===== src/design/evad_pkg.sv =====
// ----------------------------------------------------------------------------
// evad_pkg
// Types and constants shared by the energy voice activity detector modules.
// ----------------------------------------------------------------------------
package evad_pkg;

  localparam int ENERGY_BITS   = 48;
  localparam int SAMPLE_BITS   = 16;
  localparam int SQ_BITS       = 31;
  localparam int PROB_BITS     = 9;
  localparam int QUO_BITS      = 8;
  localparam int DIV_BITS      = ENERGY_BITS + 2;
  localparam int CNT_BITS      = 3;
  localparam int ALPHA_BITS    = 16;
  localparam int FRAME_BITS    = 8;
  localparam int CFG_IDX_BITS  = 3;
  localparam int CFG_DATA_BITS = 48;

  localparam logic [ENERGY_BITS-1:0] ENERGY_MAX  = '1;
  localparam logic [ENERGY_BITS-1:0] NOISE_RESET = 48'd134217728;
  localparam logic [PROB_BITS-1:0]   PROB_FULL   = 9'd256;

  localparam logic [ALPHA_BITS-1:0]  ALPHA_RISE_RESET = 16'd3277;
  localparam logic [ALPHA_BITS-1:0]  ALPHA_FALL_RESET = 16'd9830;
  localparam logic [ALPHA_BITS-1:0]  LOW_RATIO_RESET  = 16'd39322;
  localparam logic [FRAME_BITS-1:0]  HANGOVER_RESET   = 8'd8;
  localparam logic [FRAME_BITS-1:0]  WARMUP_RESET     = 8'd12;
  localparam logic [ENERGY_BITS-1:0] NF_MIN_RESET     = 48'd134217728;

  typedef enum logic [CFG_IDX_BITS-1:0] {
    CFG_ALPHA_RISE = 3'd0,
    CFG_ALPHA_FALL = 3'd1,
    CFG_LOW_RATIO  = 3'd2,
    CFG_HANGOVER   = 3'd3,
    CFG_WARMUP     = 3'd4,
    CFG_NF_MIN     = 3'd5
  } cfg_idx_e;

  typedef struct packed {
    logic [ALPHA_BITS-1:0]  alpha_rise;
    logic [ALPHA_BITS-1:0]  alpha_fall;
    logic [ALPHA_BITS-1:0]  low_ratio;
    logic [FRAME_BITS-1:0]  hangover;
    logic [FRAME_BITS-1:0]  warmup;
    logic [ENERGY_BITS-1:0] nf_min;
  } cfg_t;

  typedef struct packed {
    logic ld_sample;
    logic square;
    logic accum;
    logic decide;
    logic mul_lo;
    logic mul_hi;
    logic update;
    logic smooth;
    logic prep;
    logic pchk;
    logic div_step;
    logic finish;
  } cmd_t;

  typedef struct packed {
    logic frame_end;
    logic early;
    logic upd_en;
    logic prob_skip;
    logic div_last;
    logic out_stall;
  } status_t;

endpackage


===== src/design/energy_vad_hangover_top.sv =====
// ----------------------------------------------------------------------------
// energy_vad_hangover_top
// Energy voice activity detector with hangover and Q8 speech probability.
// ----------------------------------------------------------------------------
// Usage:
//   Q15 samples enter on the in channel (sample_i, frame_end_i). Each sample
//   is captured, squared on a 16x16 multiplier and accumulated in turn, and
//   in_ready_o stays low until it is accumulated or its frame is finished.
//   The sample flagged with frame_end_i closes the frame and yields one item
//   on the out channel (speech, probability, frame energy, noise floor).
//   For first and warm-up frames the decision step leads straight to the
//   probability steps; later frames first form the threshold product and
//   update the hangover, then the smoothing product when the noise floor is
//   smoothed; a probability settled without division skips the divider.
//   Each Q16 product is formed in two halves (16x16 low, 32x16 high); a
//   restoring divider gives the 8-bit probability quotient one bit per cycle.
//   Samples without frame_end produce no item. A finished result sits in an
//   output register, so samples keep flowing while the receiver stalls; only
//   the next frame end waits for it to drain. Registers are to be written
//   through the cfg channel (always ready) only while idle; the block does
//   not enforce this. Reset clears the energy and hangover state, restores
//   register defaults and sets the noise floor to the default minimum floor.
// ----------------------------------------------------------------------------
module energy_vad_hangover_top (
  input  logic                                    clk_i,
  input  logic                                    rst_ni,
  input  logic                                    in_valid_i,
  output logic                                    in_ready_o,
  input  logic signed [evad_pkg::SAMPLE_BITS-1:0] sample_i,
  input  logic                                    frame_end_i,
  output logic                                    out_valid_o,
  input  logic                                    out_ready_i,
  output logic                                    speech_o,
  output logic [evad_pkg::PROB_BITS-1:0]          probability_o,
  output logic [evad_pkg::ENERGY_BITS-1:0]        energy_out_o,
  output logic [evad_pkg::ENERGY_BITS-1:0]        noise_out_o,
  input  logic                                    cfg_valid_i,
  output logic                                    cfg_ready_o,
  input  logic [evad_pkg::CFG_IDX_BITS-1:0]       cfg_index_i,
  input  logic [evad_pkg::CFG_DATA_BITS-1:0]      cfg_data_i
);

  evad_pkg::cfg_t    cfg;
  evad_pkg::cmd_t    cmd;
  evad_pkg::status_t st;

  evad_cfg u_cfg (
    .clk_i       (clk_i),
    .rst_ni      (rst_ni),
    .cfg_valid_i (cfg_valid_i),
    .cfg_ready_o (cfg_ready_o),
    .cfg_index_i (cfg_index_i),
    .cfg_data_i  (cfg_data_i),
    .cfg_o       (cfg)
  );

  evad_ctrl u_ctrl (
    .clk_i      (clk_i),
    .rst_ni     (rst_ni),
    .in_valid_i (in_valid_i),
    .in_ready_o (in_ready_o),
    .st_i       (st),
    .cmd_o      (cmd)
  );

  evad_dp u_dp (
    .clk_i         (clk_i),
    .rst_ni        (rst_ni),
    .cmd_i         (cmd),
    .st_o          (st),
    .cfg_i         (cfg),
    .sample_i      (sample_i),
    .frame_end_i   (frame_end_i),
    .out_ready_i   (out_ready_i),
    .out_valid_o   (out_valid_o),
    .speech_o      (speech_o),
    .probability_o (probability_o),
    .energy_out_o  (energy_out_o),
    .noise_out_o   (noise_out_o)
  );

endmodule


===== src/design/evad_cfg.sv =====
// ----------------------------------------------------------------------------
// evad_cfg
// Configuration register file, written through its own valid/ready channel.
// ----------------------------------------------------------------------------
module evad_cfg (
  input  logic                                 clk_i,
  input  logic                                 rst_ni,
  input  logic                                 cfg_valid_i,
  output logic                                 cfg_ready_o,
  input  logic [evad_pkg::CFG_IDX_BITS-1:0]    cfg_index_i,
  input  logic [evad_pkg::CFG_DATA_BITS-1:0]   cfg_data_i,
  output evad_pkg::cfg_t                       cfg_o
);

  evad_pkg::cfg_t cfg_q;

  assign cfg_ready_o = 1'b1;
  assign cfg_o       = cfg_q;

  always_ff @(posedge clk_i or negedge rst_ni) begin
    if (!rst_ni) begin
      cfg_q.alpha_rise <= evad_pkg::ALPHA_RISE_RESET;
      cfg_q.alpha_fall <= evad_pkg::ALPHA_FALL_RESET;
      cfg_q.low_ratio  <= evad_pkg::LOW_RATIO_RESET;
      cfg_q.hangover   <= evad_pkg::HANGOVER_RESET;
      cfg_q.warmup     <= evad_pkg::WARMUP_RESET;
      cfg_q.nf_min     <= evad_pkg::NF_MIN_RESET;
    end else if (cfg_valid_i) begin
      // indexes past the list are dropped
      case (cfg_index_i)
        evad_pkg::CFG_ALPHA_RISE: cfg_q.alpha_rise <= cfg_data_i[15:0];
        evad_pkg::CFG_ALPHA_FALL: cfg_q.alpha_fall <= cfg_data_i[15:0];
        evad_pkg::CFG_LOW_RATIO:  cfg_q.low_ratio  <= cfg_data_i[15:0];
        evad_pkg::CFG_HANGOVER:   cfg_q.hangover   <= cfg_data_i[7:0];
        evad_pkg::CFG_WARMUP:     cfg_q.warmup     <= cfg_data_i[7:0];
        evad_pkg::CFG_NF_MIN:     cfg_q.nf_min     <= cfg_data_i[47:0];
        default: ;
      endcase
    end
  end

endmodule


===== src/design/evad_ctrl.sv =====
// ----------------------------------------------------------------------------
// evad_ctrl
// Sequencer: sample intake, frame decision steps, divider loop, result hand-off.
// ----------------------------------------------------------------------------
module evad_ctrl (
  input  logic              clk_i,
  input  logic              rst_ni,
  input  logic              in_valid_i,
  output logic              in_ready_o,
  input  evad_pkg::status_t st_i,
  output evad_pkg::cmd_t    cmd_o
);

  typedef enum logic [13:0] {
    S_IDLE   = 14'b00000000000001,
    S_SQR    = 14'b00000000000010,
    S_ACC    = 14'b00000000000100,
    S_DEC    = 14'b00000000001000,
    S_MLO_A  = 14'b00000000010000,
    S_MHI_A  = 14'b00000000100000,
    S_UPD    = 14'b00000001000000,
    S_MLO_B  = 14'b00000010000000,
    S_MHI_B  = 14'b00000100000000,
    S_SMOOTH = 14'b00001000000000,
    S_PREP   = 14'b00010000000000,
    S_PCHK   = 14'b00100000000000,
    S_DIV    = 14'b01000000000000,
    S_FIN    = 14'b10000000000000
  } state_e;

  state_e state_q, state_d;

  always_comb begin
    state_d    = state_q;
    cmd_o      = '0;
    in_ready_o = 1'b0;
    case (state_q)
      S_IDLE: begin
        in_ready_o = 1'b1;
        if (in_valid_i) begin
          cmd_o.ld_sample = 1'b1;
          state_d         = S_SQR;
        end
      end
      S_SQR: begin
        cmd_o.square = 1'b1;
        state_d      = S_ACC;
      end
      S_ACC: begin
        cmd_o.accum = 1'b1;
        state_d     = st_i.frame_end ? S_DEC : S_IDLE;
      end
      S_DEC: begin
        cmd_o.decide = 1'b1;
        // first and warm-up frames skip the detection math
        state_d      = st_i.early ? S_PREP : S_MLO_A;
      end
      S_MLO_A: begin
        cmd_o.mul_lo = 1'b1;
        state_d      = S_MHI_A;
      end
      S_MHI_A: begin
        cmd_o.mul_hi = 1'b1;
        state_d      = S_UPD;
      end
      S_UPD: begin
        cmd_o.update = 1'b1;
        state_d      = st_i.upd_en ? S_MLO_B : S_PREP;
      end
      S_MLO_B: begin
        cmd_o.mul_lo = 1'b1;
        state_d      = S_MHI_B;
      end
      S_MHI_B: begin
        cmd_o.mul_hi = 1'b1;
        state_d      = S_SMOOTH;
      end
      S_SMOOTH: begin
        cmd_o.smooth = 1'b1;
        state_d      = S_PREP;
      end
      S_PREP: begin
        cmd_o.prep = 1'b1;
        state_d    = S_PCHK;
      end
      S_PCHK: begin
        cmd_o.pchk = 1'b1;
        state_d    = st_i.prob_skip ? S_FIN : S_DIV;
      end
      S_DIV: begin
        cmd_o.div_step = 1'b1;
        if (st_i.div_last) begin
          state_d = S_FIN;
        end
      end
      S_FIN: begin
        if (!st_i.out_stall) begin
          cmd_o.finish = 1'b1;
          state_d      = S_IDLE;
        end
      end
      default: state_d = S_IDLE;
    endcase
  end

  always_ff @(posedge clk_i or negedge rst_ni) begin
    if (!rst_ni) begin
      state_q <= S_IDLE;
    end else begin
      state_q <= state_d;
    end
  end

endmodule


===== src/design/evad_dp.sv =====
// ----------------------------------------------------------------------------
// evad_dp
// Datapath: energy accumulator, noise tracker, shared Q16 multiplier,
// restoring divider for the probability, and the output register.
// ----------------------------------------------------------------------------
module evad_dp (
  input  logic                                   clk_i,
  input  logic                                   rst_ni,
  input  evad_pkg::cmd_t                         cmd_i,
  output evad_pkg::status_t                      st_o,
  input  evad_pkg::cfg_t                         cfg_i,
  input  logic signed [evad_pkg::SAMPLE_BITS-1:0] sample_i,
  input  logic                                   frame_end_i,
  input  logic                                   out_ready_i,
  output logic                                   out_valid_o,
  output logic                                   speech_o,
  output logic [evad_pkg::PROB_BITS-1:0]         probability_o,
  output logic [evad_pkg::ENERGY_BITS-1:0]       energy_out_o,
  output logic [evad_pkg::ENERGY_BITS-1:0]       noise_out_o
);

  localparam int EB = evad_pkg::ENERGY_BITS;
  localparam int DB = evad_pkg::DIV_BITS;

  // sample and energy
  logic [evad_pkg::SAMPLE_BITS-1:0] raw, mag, mag_q;
  logic                             fe_q;
  logic [evad_pkg::SQ_BITS-1:0]     sq_q;
  logic [31:0]                      sq_full;
  logic [EB-1:0]                    acc_q, e_q;
  logic [EB:0]                      acc_sum;
  logic [EB-1:0]                    acc_sat;

  // decision state
  logic [EB-1:0]                    noise_q;
  logic [evad_pkg::FRAME_BITS-1:0]  fs_q, fs_new, hold_q;
  logic                             first_q, speech_q, upd_en_q, det_q;

  // multiplier
  logic [EB-1:0]                    x_q;
  logic [evad_pkg::ALPHA_BITS-1:0]  f_q;
  logic [31:0]                      plo_q, plo_full;
  logic [EB-1:0]                    phi_q, phi_full, mres;

  // probability
  logic [EB-1:0]                    d_q;
  logic [DB-1:0]                    m_q, rem_q;
  logic [DB:0]                      r2, r2_sub;
  logic                             zero_q;
  logic [evad_pkg::QUO_BITS-1:0]    quo_q, quo_new;
  logic [evad_pkg::CNT_BITS-1:0]    cnt_q;
  logic [evad_pkg::PROB_BITS-1:0]   prob_q;

  // combinational helpers
  logic                             e_gt_n, low, det_now, upd_en_nx, skip;
  logic [EB-1:0]                    n_step, n_smooth;

  // output register
  logic                             out_valid_q, out_speech_q;
  logic [evad_pkg::PROB_BITS-1:0]   out_prob_q;
  logic [EB-1:0]                    out_e_q, out_n_q;

  assign raw = $unsigned(sample_i);
  assign mag = raw[evad_pkg::SAMPLE_BITS-1] ? (~raw + 16'd1) : raw;

  assign sq_full = 32'(mag_q) * 32'(mag_q);
  assign acc_sum = {1'b0, acc_q} + (EB+1)'(sq_q);
  assign acc_sat = acc_sum[EB] ? evad_pkg::ENERGY_MAX : acc_sum[EB-1:0];

  assign fs_new = (fs_q == 8'hFF) ? fs_q : fs_q + 8'd1;

  assign plo_full = 32'(x_q[15:0]) * 32'(f_q);
  assign phi_full = EB'(x_q[EB-1:16]) * EB'(f_q);
  // floor(x * f / 2^16) from the two partial products
  assign mres     = phi_q + EB'(plo_q[31:16]);

  assign e_gt_n = e_q > noise_q;
  assign low    = e_q < mres;
  assign det_now = det_q && !low;

  always_comb begin
    if (det_now) begin
      upd_en_nx = 1'b0;
    end else if (hold_q != '0) begin
      upd_en_nx = low ? 1'b1 : upd_en_q;
    end else begin
      upd_en_nx = 1'b1;
    end
  end

  assign n_step   = e_gt_n ? (noise_q + mres) : (noise_q - mres);
  assign n_smooth = (n_step < cfg_i.nf_min) ? cfg_i.nf_min : n_step;

  assign skip = zero_q || ({2'b00, d_q} >= m_q);

  assign r2      = {rem_q, 1'b0};
  assign r2_sub  = r2 - {1'b0, m_q};
  assign quo_new = {quo_q[evad_pkg::QUO_BITS-2:0], (r2 >= {1'b0, m_q})};

  assign st_o.frame_end = fe_q;
  assign st_o.early     = first_q || (fs_new < cfg_i.warmup);
  assign st_o.upd_en    = upd_en_nx;
  assign st_o.prob_skip = skip;
  assign st_o.div_last  = (cnt_q == '0);
  assign st_o.out_stall = out_valid_q && !out_ready_i;

  // payload registers
  always_ff @(posedge clk_i) begin
    if (cmd_i.ld_sample) begin
      mag_q <= mag;
    end
    if (cmd_i.square) begin
      sq_q <= sq_full[evad_pkg::SQ_BITS-1:0];
    end
    if (cmd_i.accum && fe_q) begin
      e_q <= acc_sat;
    end
    if (cmd_i.decide) begin
      det_q <= {1'b0, e_q} > {noise_q, 1'b0};
      x_q   <= noise_q;
      f_q   <= cfg_i.low_ratio;
    end
    if (cmd_i.update) begin
      x_q <= e_gt_n ? (e_q - noise_q) : (noise_q - e_q);
      f_q <= e_gt_n ? cfg_i.alpha_rise : cfg_i.alpha_fall;
    end
    if (cmd_i.mul_lo) begin
      plo_q <= plo_full;
    end
    if (cmd_i.mul_hi) begin
      phi_q <= phi_full;
    end
    if (cmd_i.prep) begin
      d_q    <= e_q - noise_q;
      m_q    <= DB'(noise_q) + {1'b0, noise_q, 1'b0};
      zero_q <= (noise_q < cfg_i.nf_min) || !e_gt_n;
    end
    if (cmd_i.pchk) begin
      rem_q  <= DB'(d_q);
      quo_q  <= '0;
      cnt_q  <= evad_pkg::CNT_BITS'(evad_pkg::QUO_BITS - 1);
      prob_q <= zero_q ? '0 : evad_pkg::PROB_FULL;
    end
    if (cmd_i.div_step) begin
      rem_q  <= (r2 >= {1'b0, m_q}) ? r2_sub[DB-1:0] : r2[DB-1:0];
      quo_q  <= quo_new;
      cnt_q  <= cnt_q - 1'b1;
      prob_q <= {1'b0, quo_new};
    end
    if (cmd_i.finish) begin
      out_speech_q <= speech_q;
      out_prob_q   <= prob_q;
      out_e_q      <= e_q;
      out_n_q      <= noise_q;
    end
  end

  // detector state
  always_ff @(posedge clk_i or negedge rst_ni) begin
    if (!rst_ni) begin
      fe_q     <= 1'b0;
      acc_q    <= '0;
      noise_q  <= evad_pkg::NOISE_RESET;
      fs_q     <= '0;
      first_q  <= 1'b1;
      hold_q   <= '0;
      speech_q <= 1'b0;
      upd_en_q <= 1'b0;
    end else begin
      if (cmd_i.ld_sample) begin
        fe_q <= frame_end_i;
      end
      if (cmd_i.accum) begin
        acc_q <= fe_q ? '0 : acc_sat;
      end
      if (cmd_i.decide) begin
        fs_q <= fs_new;
        if (first_q) begin
          noise_q  <= e_q;
          first_q  <= 1'b0;
          speech_q <= 1'b0;
        end else if (fs_new < cfg_i.warmup) begin
          if (e_gt_n) begin
            noise_q <= e_q;
          end
          speech_q <= 1'b0;
        end
      end
      if (cmd_i.update) begin
        upd_en_q <= upd_en_nx;
        if (det_now) begin
          hold_q   <= cfg_i.hangover;
          speech_q <= 1'b1;
        end else if (hold_q != '0) begin
          hold_q   <= hold_q - 8'd1;
          speech_q <= 1'b1;
        end else begin
          speech_q <= 1'b0;
        end
      end
      if (cmd_i.smooth) begin
        noise_q <= n_smooth;
      end
    end
  end

  always_ff @(posedge clk_i or negedge rst_ni) begin
    if (!rst_ni) begin
      out_valid_q <= 1'b0;
    end else if (cmd_i.finish) begin
      out_valid_q <= 1'b1;
    end else if (out_ready_i) begin
      out_valid_q <= 1'b0;
    end
  end

  assign out_valid_o   = out_valid_q;
  assign speech_o      = out_speech_q;
  assign probability_o = out_prob_q;
  assign energy_out_o  = out_e_q;
  assign noise_out_o   = out_n_q;

endmodule


===== config.mk =====
export PLATFORM = sky130hd
export DESIGN_NAME = energy_vad_hangover_top
export DESIGN_NICKNAME = d
export VERILOG_FILES = /design/src/design/evad_pkg.sv /design/src/design/energy_vad_hangover_top.sv /design/src/design/evad_cfg.sv /design/src/design/evad_ctrl.sv /design/src/design/evad_dp.sv
export SDC_FILE = /design/constraint.sdc
export NUM_CORES = 2
export LEC_CHECK = 0
export ABC_CLOCK_PERIOD_IN_PS = 11700
export BUFFER_PORTS_ARGS = -buffer_cell sky130_fd_sc_hd__clkbuf_2
export CAP_MARGIN = 20
export CELL_PAD_IN_SITES_DETAIL_PLACEMENT = 1
export CELL_PAD_IN_SITES_GLOBAL_PLACEMENT = 2
export CORE_MARGIN = 1.5
export CORE_UTILIZATION = 30
export DETAILED_ROUTE_END_ITERATION = 6
export PLACE_DENSITY_LB_ADDON = 0.15
export SLEW_MARGIN = 20
export SYNTH_ARGS = -nofsm -noshare
export SYNTH_HDL_FRONTEND = slang
export SYNTH_SLANG_ARGS = --single-unit

===== constraint.sdc =====
create_clock -name clk_i -period 11.7 [get_ports clk_i]
set_input_delay 1.755 -clock clk_i [delete_from_list [all_inputs] [get_ports clk_i]]
set_output_delay 1.755 -clock clk_i [all_outputs]
set_load 0.02 [all_outputs]

**After elaboration in Yosys (flattened, before gate mapping)**

Cells that the tools add are included.

- Output and inout bits: 109
- Word-level logic and storage cells: 179
- Register bits after elaboration: 757

- Muxes and demuxes: 63
- Multiply operators: 3
- Equality and inequality tests: 23
- Bitwise logic cells: 1
- $add $sub $neg: 12
- Reduce and logical (&&, ||, !) cells: 32
- Order comparisons: 8

Operator list:

| kind | number |
|---|---|
| 48-bit 2-to-1 mux | 12 |
| 14-bit one-hot mux with 14 select lines | 1 |
| 50-bit 2-to-1 mux | 3 |
| 48-bit < comparator | 3 |
| 48-bit subtractor | 3 |
| 14-bit 2-to-1 mux | 4 |
| 51-bit by 50-bit greater-or-equal comparator with 1-bit output | 1 |
| 48-bit by 49-bit adder with 50-bit output | 1 |
| 48-bit by 50-bit greater-or-equal comparator with 1-bit output | 1 |
| 50-bit subtractor | 1 |
| 48-bit by 31-bit adder with 49-bit output | 1 |
| 48-bit by 49-bit > comparator with 1-bit output | 1 |
| 48-bit by 16-bit adder with 48-bit output | 1 |
| 48-bit adder | 1 |
| 48-bit > comparator | 1 |
| 32-bit by 16-bit multiplier with 48-bit output | 1 |
| 16-bit 2-to-1 mux | 3 |
| 8-bit 2-to-1 mux | 5 |
| 16-bit by 16-bit multiplier with 32-bit output | 1 |
| 16-bit by 16-bit multiplier with 31-bit output | 1 |
| 1-bit 2-to-1 mux | 26 |
| 11-bit 2-to-1 mux | 2 |
| 16-bit by 1-bit adder with 16-bit output (second input constant) | 1 |
| 16-bit NOT | 1 |
| other kinds (38) | 66 |

**Longest topological paths before layout**

- Word-level depth: 7
- Depth in mapped cells: 44

**By module**

A second synthesis with hierarchy kept.

- Cell total of the unflattened synthesis: 8,722
- Area, all modules: 81,979.9 µm²

Modules (own cells, without submodules):

| module | area each (µm²) | instances | cells each |
|---|---|---|---|
| evad_dp | 76,759.9 | 1 | 8,381 |
| evad_cfg | 4,261.6 | 1 | 243 |
| evad_ctrl | 958.4 | 1 | 98 |

**Worst setup path before layout**

OpenSTA, ideal clock, no wires.

- Path type: reg2reg
- Start point: reg u_ctrl.state_q[9]
- End point: reg u_dp.d_q[0], enable pin
- Path buffers: 1
- Cell stages (with the launch flop): 5
- Setup slack: 2.656 ns
- Required time: 10.999 ns
- Arrival: 8.342 ns
- Setup time: 0.701 ns
- Cells stage by stage: dfrtp_1 -> clkbuf_1 -> nor4_1 -> nand4_1 -> nor3b_1

- Longest elaborated chain between the ends: 2

RTL lines:

| item | line | text |
|---|---|---|
| from (decl) | evad_ctrl.sv:31 | `state_e state_q, state_d;` |
| from (signal assigned) | evad_ctrl.sv:110 | `state_q <= state_d;` |
| 14-bit by 11-bit equality test with 1-bit output | evad_ctrl.sv:37 | `case (state_q)` |
| 1-bit 2-to-1 mux | evad_ctrl.sv:37 |  |
| to (signal assigned) | evad_dp.sv:134 | `d_q <= e_q - noise_q;` |
| to (decl) | evad_dp.sv:46 | `logic [EB-1:0] d_q;` |

No other way between the ends.
A chain may end at the register's enable or synchronous reset.

**Worst setup path after layout**

- Start point: reg u_dp.noise_q[2]
- End point: reg u_dp.noise_q[14]

- Longest elaborated chain between the ends: 5

RTL lines:

| item | line | text |
|---|---|---|
| from (decl) | evad_dp.sv:35 | `logic [EB-1:0] noise_q;` |
| from (signal assigned) | evad_dp.sv:163 | `noise_q <= evad_pkg::NOISE_RESET;` |
| from (signal assigned) | evad_dp.sv:179 | `noise_q <= e_q;` |
| from (signal assigned) | evad_dp.sv:184 | `noise_q <= e_q;` |
| 48-bit subtractor (tied with other cells) | evad_dp.sv:91 | `assign n_step = e_gt_n ? (noise_q + mres) : (noise_q - mres);` |
| 48-bit 2-to-1 mux | evad_dp.sv:91 |  |
| 48-bit < comparator | evad_dp.sv:92 | `assign n_smooth = (n_step < cfg_i.nf_min) ? cfg_i.nf_min : n_step;` |
| 48-bit 2-to-1 mux | evad_dp.sv:92 |  |
| 48-bit 2-to-1 mux | evad_dp.sv:201 | `if (cmd_i.smooth) begin` |

Several ways; a longest one is shown, not always the timed one.

==> impl_metrics.py <==
metrics = {
    "global_route": {
        "use_met1_pct": 31.34,
        "busiest_layer": "met2",
        "antenna_found_initial": 31,
        "grtUsageTotal_pct": 22.86,
        "grt_use_met2_pct": 38.98,
        "overflow": 0,
        "grt_max_degree": 93,
        "grt_pass1_wl_um": 462100,
        "grt_pass1_vias": 67801,
        "grt_util_met3_pct": 1.674,
    },
    "clocking": {
        "clk_pin_slew_ps": 70,
        "hold_buffers": 0,
        "cts_setup_buffers": 0,
        "cts_buffer_depth": 3,
        "root_buffer": "clkbuf_16",
        "cts-buffers-inserted": 92,
        "cts_tree": "yes",
        "ctsHtreeMaxLevel": 3,
        "numClockSinks": 733,
        "clkLatencyLatePin_ps": 760,
        "cts-resized-gates": 0,
    },
    "min_path": {
        "min_to": "u_dp.probability_o[6]$_DFFE_PP_",
        "worstHoldStart": "u_dp.prob_q[6]$_SDFFCE_PP0P_",
        "hold_path_depth": 0,
        "hp-class": "reg -> reg",
    },
    "power": {
        "sw_frac_of_total_pct": 49.40,
        "comb_power_share_pct": 71.4,
        "clock_power_share_pct": 11.9,
        "p_leak_nw": 40.90,
        "p_total_w": 0.02563,
        "p_per_area_mw_per_mm2": 287.3,
        "p_seq_share_pct": 16.8,
        "p_int_w": 0.01297,
        "p_sw_w": 0.01266,
        "ir_worst_vdd_mv": 0.6958,
    },
    "place": {
        "port_buffers": 180,
        "place_inst": 12064,
        "gp_congestion": 0.9076,
        "hpwlAfterDp_um": 250400,
    },
    "detailed_routing": {
        "num_vias": 63050,
        "first_pass_iters": 5,
        "wirelength_um": 311400,
        "drtIter0Drc": 3274,
        "drc": 0,
        "viasPerCell": 5.151,
        "final_antenna_net_count": 0,
        "wl_per_cell_um": 25.44,
    },
    "yosys": {
        "synth_edf_count": 489,
        "ys_warn_count": 0,
        "yosys-top-cells-area": "fa_1 (19%), edfxtp_1 (18%), ha_1 (13%)",
        "synth_flop_cell": "edfxtp_1",
        "synthCells": 8525,
        "synth_common_cells": "inv_1 (1082), nand2_1 (1001), ha_1 (856), fa_1 (781), a21oi_1 (546)",
        "syn_area_mm2": 0.08077,
        "seq_area_frac_synth_pct": 25.78,
        "ys_ff_latch": 733,
        "avgSynthCellArea_um2": 9.474,
        "ys_async_sr_fraction_pct": 33.15,
        "yosysTopAreaCell": "fa_1",
        "synthMostInstantiatedCell": "inv_1",
        "synth_top_area_share_pct": 19.36,
        "syn_nets": 10235,
        "synth.distinct_cells": 97,
    },
    "sta": {
        "drv_slew": 0,
        "setup_viol": 0,
        "period_minus_slack_ps": 10550,
        "hold_slack_ps": 445.8,
        "fin_skew_ps": 43.04,
        "hold_viol_final": 0,
        "grt_setup_unrepaired": "false",
        "timing.final.crit_share_pct": 90.15,
        "fmax_mhz": 94.81,
        "slew_headroom_pct": 14.49,
        "fin_tns_setup_ps": 0,
        "worst_pin_slew_ps": 1271,
    },
    "setup_path": {
        "cp_slowest_cell": "a2111oi_0",
        "reg2reg_to": "u_dp.noise_q[14]$_DFFE_PN0P_",
        "r2r_slack_ps": 1150,
        "path_max_fanout": 35,
        "r2r_start": "u_dp.noise_q[2]$_DFFE_PN0P_",
        "crit_top_cell": "a21oi_1",
        "crit_required_ps": 12290,
        "crit_arrival_ps": 11140,
        "start_kind": "register",
        "ff2ff_path_depth": 39,
        "max_stage_delay_ps": 650,
        "critPathCaptureType": "register",
        "crit_type": "reg -> reg",
    },
    "floorplan": {
        "die_w_um": 521.9,
        "initial_utilization_pct": 30.15,
        "fp.dieH_um": 521.9,
        "core_mm2": 0.2679,
        "dieArea_mm2": 0.2723,
        "std_cell_rows": 190,
        "top_level_ports": 182,
    },
    "job": {
        "maxCapViolCount": 0,
    },
    "cells_and_area": {
        "area_growth_pct": 10.45,
        "layout.cells.non_filler": 12240,
        "final_nets": 10316,
        "layout-drive-gt1-share_pct": 7.957,
    },
    "status": {
        "outcome": "finished clean",
    },
}
sequential cells by signal, summed over array words and instances, names as in the netlist, 3 cells and up:
name / flops
u_ctrl.state_q: 14
u_dp.noise_out_o: 48
u_dp.x_q: 48
u_dp.sq_q: 30
u_dp.cnt_q: 3
u_dp.f_q: 16
u_dp.noise_q: 48
u_cfg.cfg_o: 112
u_dp.m_q: 50
u_dp.rem_q: 50
u_dp.e_q: 48
u_dp.fs_q: 8
u_dp.probability_o: 9
u_dp.prob_q: 3
u_dp.hold_q: 8
u_dp.quo_q: 6
u_dp.d_q: 48
u_dp.acc_q: 48
u_dp.phi_q: 48
u_dp.plo_q: 16
u_dp.energy_out_o: 48
u_dp.mag_q: 16
final cells by class:
type                    instances  area (um^2)
multi-input cells            6377        54750
diodes                          4        10.01
flip-flops and latches        733        20820
clock buffers                 117         2489
clock inverters                55        636.9
fillers                     30478       178700
inverters                    1082         4063
well taps                    3552         4444
repair buffers                320         1999
worst max-delay path by stage:
stage,from,to,slack [ps],cells past startpoint
detailed placement,u_dp.noise_q[2]$_DFFE_PN0P_,u_dp.noise_q[20]$_DFFE_PN0P_,1220,40
finish,u_dp.noise_q[2]$_DFFE_PN0P_,u_dp.noise_q[14]$_DFFE_PN0P_,1150,39
floorplan,u_ctrl.state_q[9]$_DFFE_PN0P_,u_dp.d_q[0]$_DFFE_PP_,2660,4
global placement,u_dp.noise_q[2]$_DFFE_PN0P_,u_dp.noise_q[42]$_DFFE_PN0P_,1480,37
global route,u_dp.noise_q[2]$_DFFE_PN0P_,u_dp.noise_q[20]$_DFFE_PN0P_,420,40
CTS,u_dp.noise_q[2]$_DFFE_PN0P_,u_dp.noise_q[42]$_DFFE_PN0P_,1150,37
logic make-up after synthesis:
| family | Yosys count | synth area share (%) |
|---|---|---|
| AOI/OAI and AO/OA | 1799 | 14.18 |
| other | 1 | 0.004643 |
| and+or+nand+nor | 2343 | 13.90 |
| muxes | 146 | 1.981 |
| DFF | 733 | 25.78 |
| adders and majority gates | 1637 | 32.62 |
| xor gates and xnor gates | 451 | 4.928 |
| buffers and inverters | 1415 | 6.610 |
power groups by stage:
| stage | Clock, W | Combinational [W] | Sequential, W |
|---|---|---|---|
| global route | 0.00321 | 0.0207 | 0.00434 |
| detailed placement | 0 | 0.0185 | 0.00435 |
| CTS | 0.00313 | 0.0187 | 0.00430 |
| global placement | 0 | 0.0183 | 0.00434 |
| floorplan | 0 | 0.0131 | 0.00415 |
| finish | 0.00304 | 0.0183 | 0.00429 |
routing by layer:
metal,vias to the layer above,part of all wire [%]
met5,-,0
met4,0,2.5
met3,302,2.8
met2,983,48
met1,32760,46
li1,29005,-
critical path, delay by kind of cell, from the launching register on:
kind                     cells  cell delay [ps]
flip-flops                   1              550
XOR/XNOR                     1              170
buffers and inverters        5             1070
multiplexers                 1              360
adder cells (fa/ha/maj)      3             1220
AO/OA/AOI/OAI               23             6090
AND/OR/NAND/NOR              6              860
layout by cell type (no fill, tap or decap), types with 214 or more instances in the layout:
| master | instances |
|---|---|
| and2_1 | 316 |
| nand2_1 | 999 |
| edfxtp_1 | 489 |
| xnor2_1 | 284 |
| a21oi_1 | 546 |
| fa_1 | 781 |
| ha_1 | 856 |
| a21o_1 | 298 |
| o21ai_0 | 362 |
| dfrtp_1 | 214 |
| inv_1 | 1081 |
| nor2_1 | 354 |
through the flow:
stage	util (%)	instance area, um^2	setup slack (ps)
detailed placement	32.12	86070	1224
floorplan	-	80770	2656
global route	33.29	89200	423.0
finish	33.30	89210	1153
CTS	33.29	89190	1153
global placement	32.12	86050	1477
Note: power is estimated with default switching activity, not from simulation.
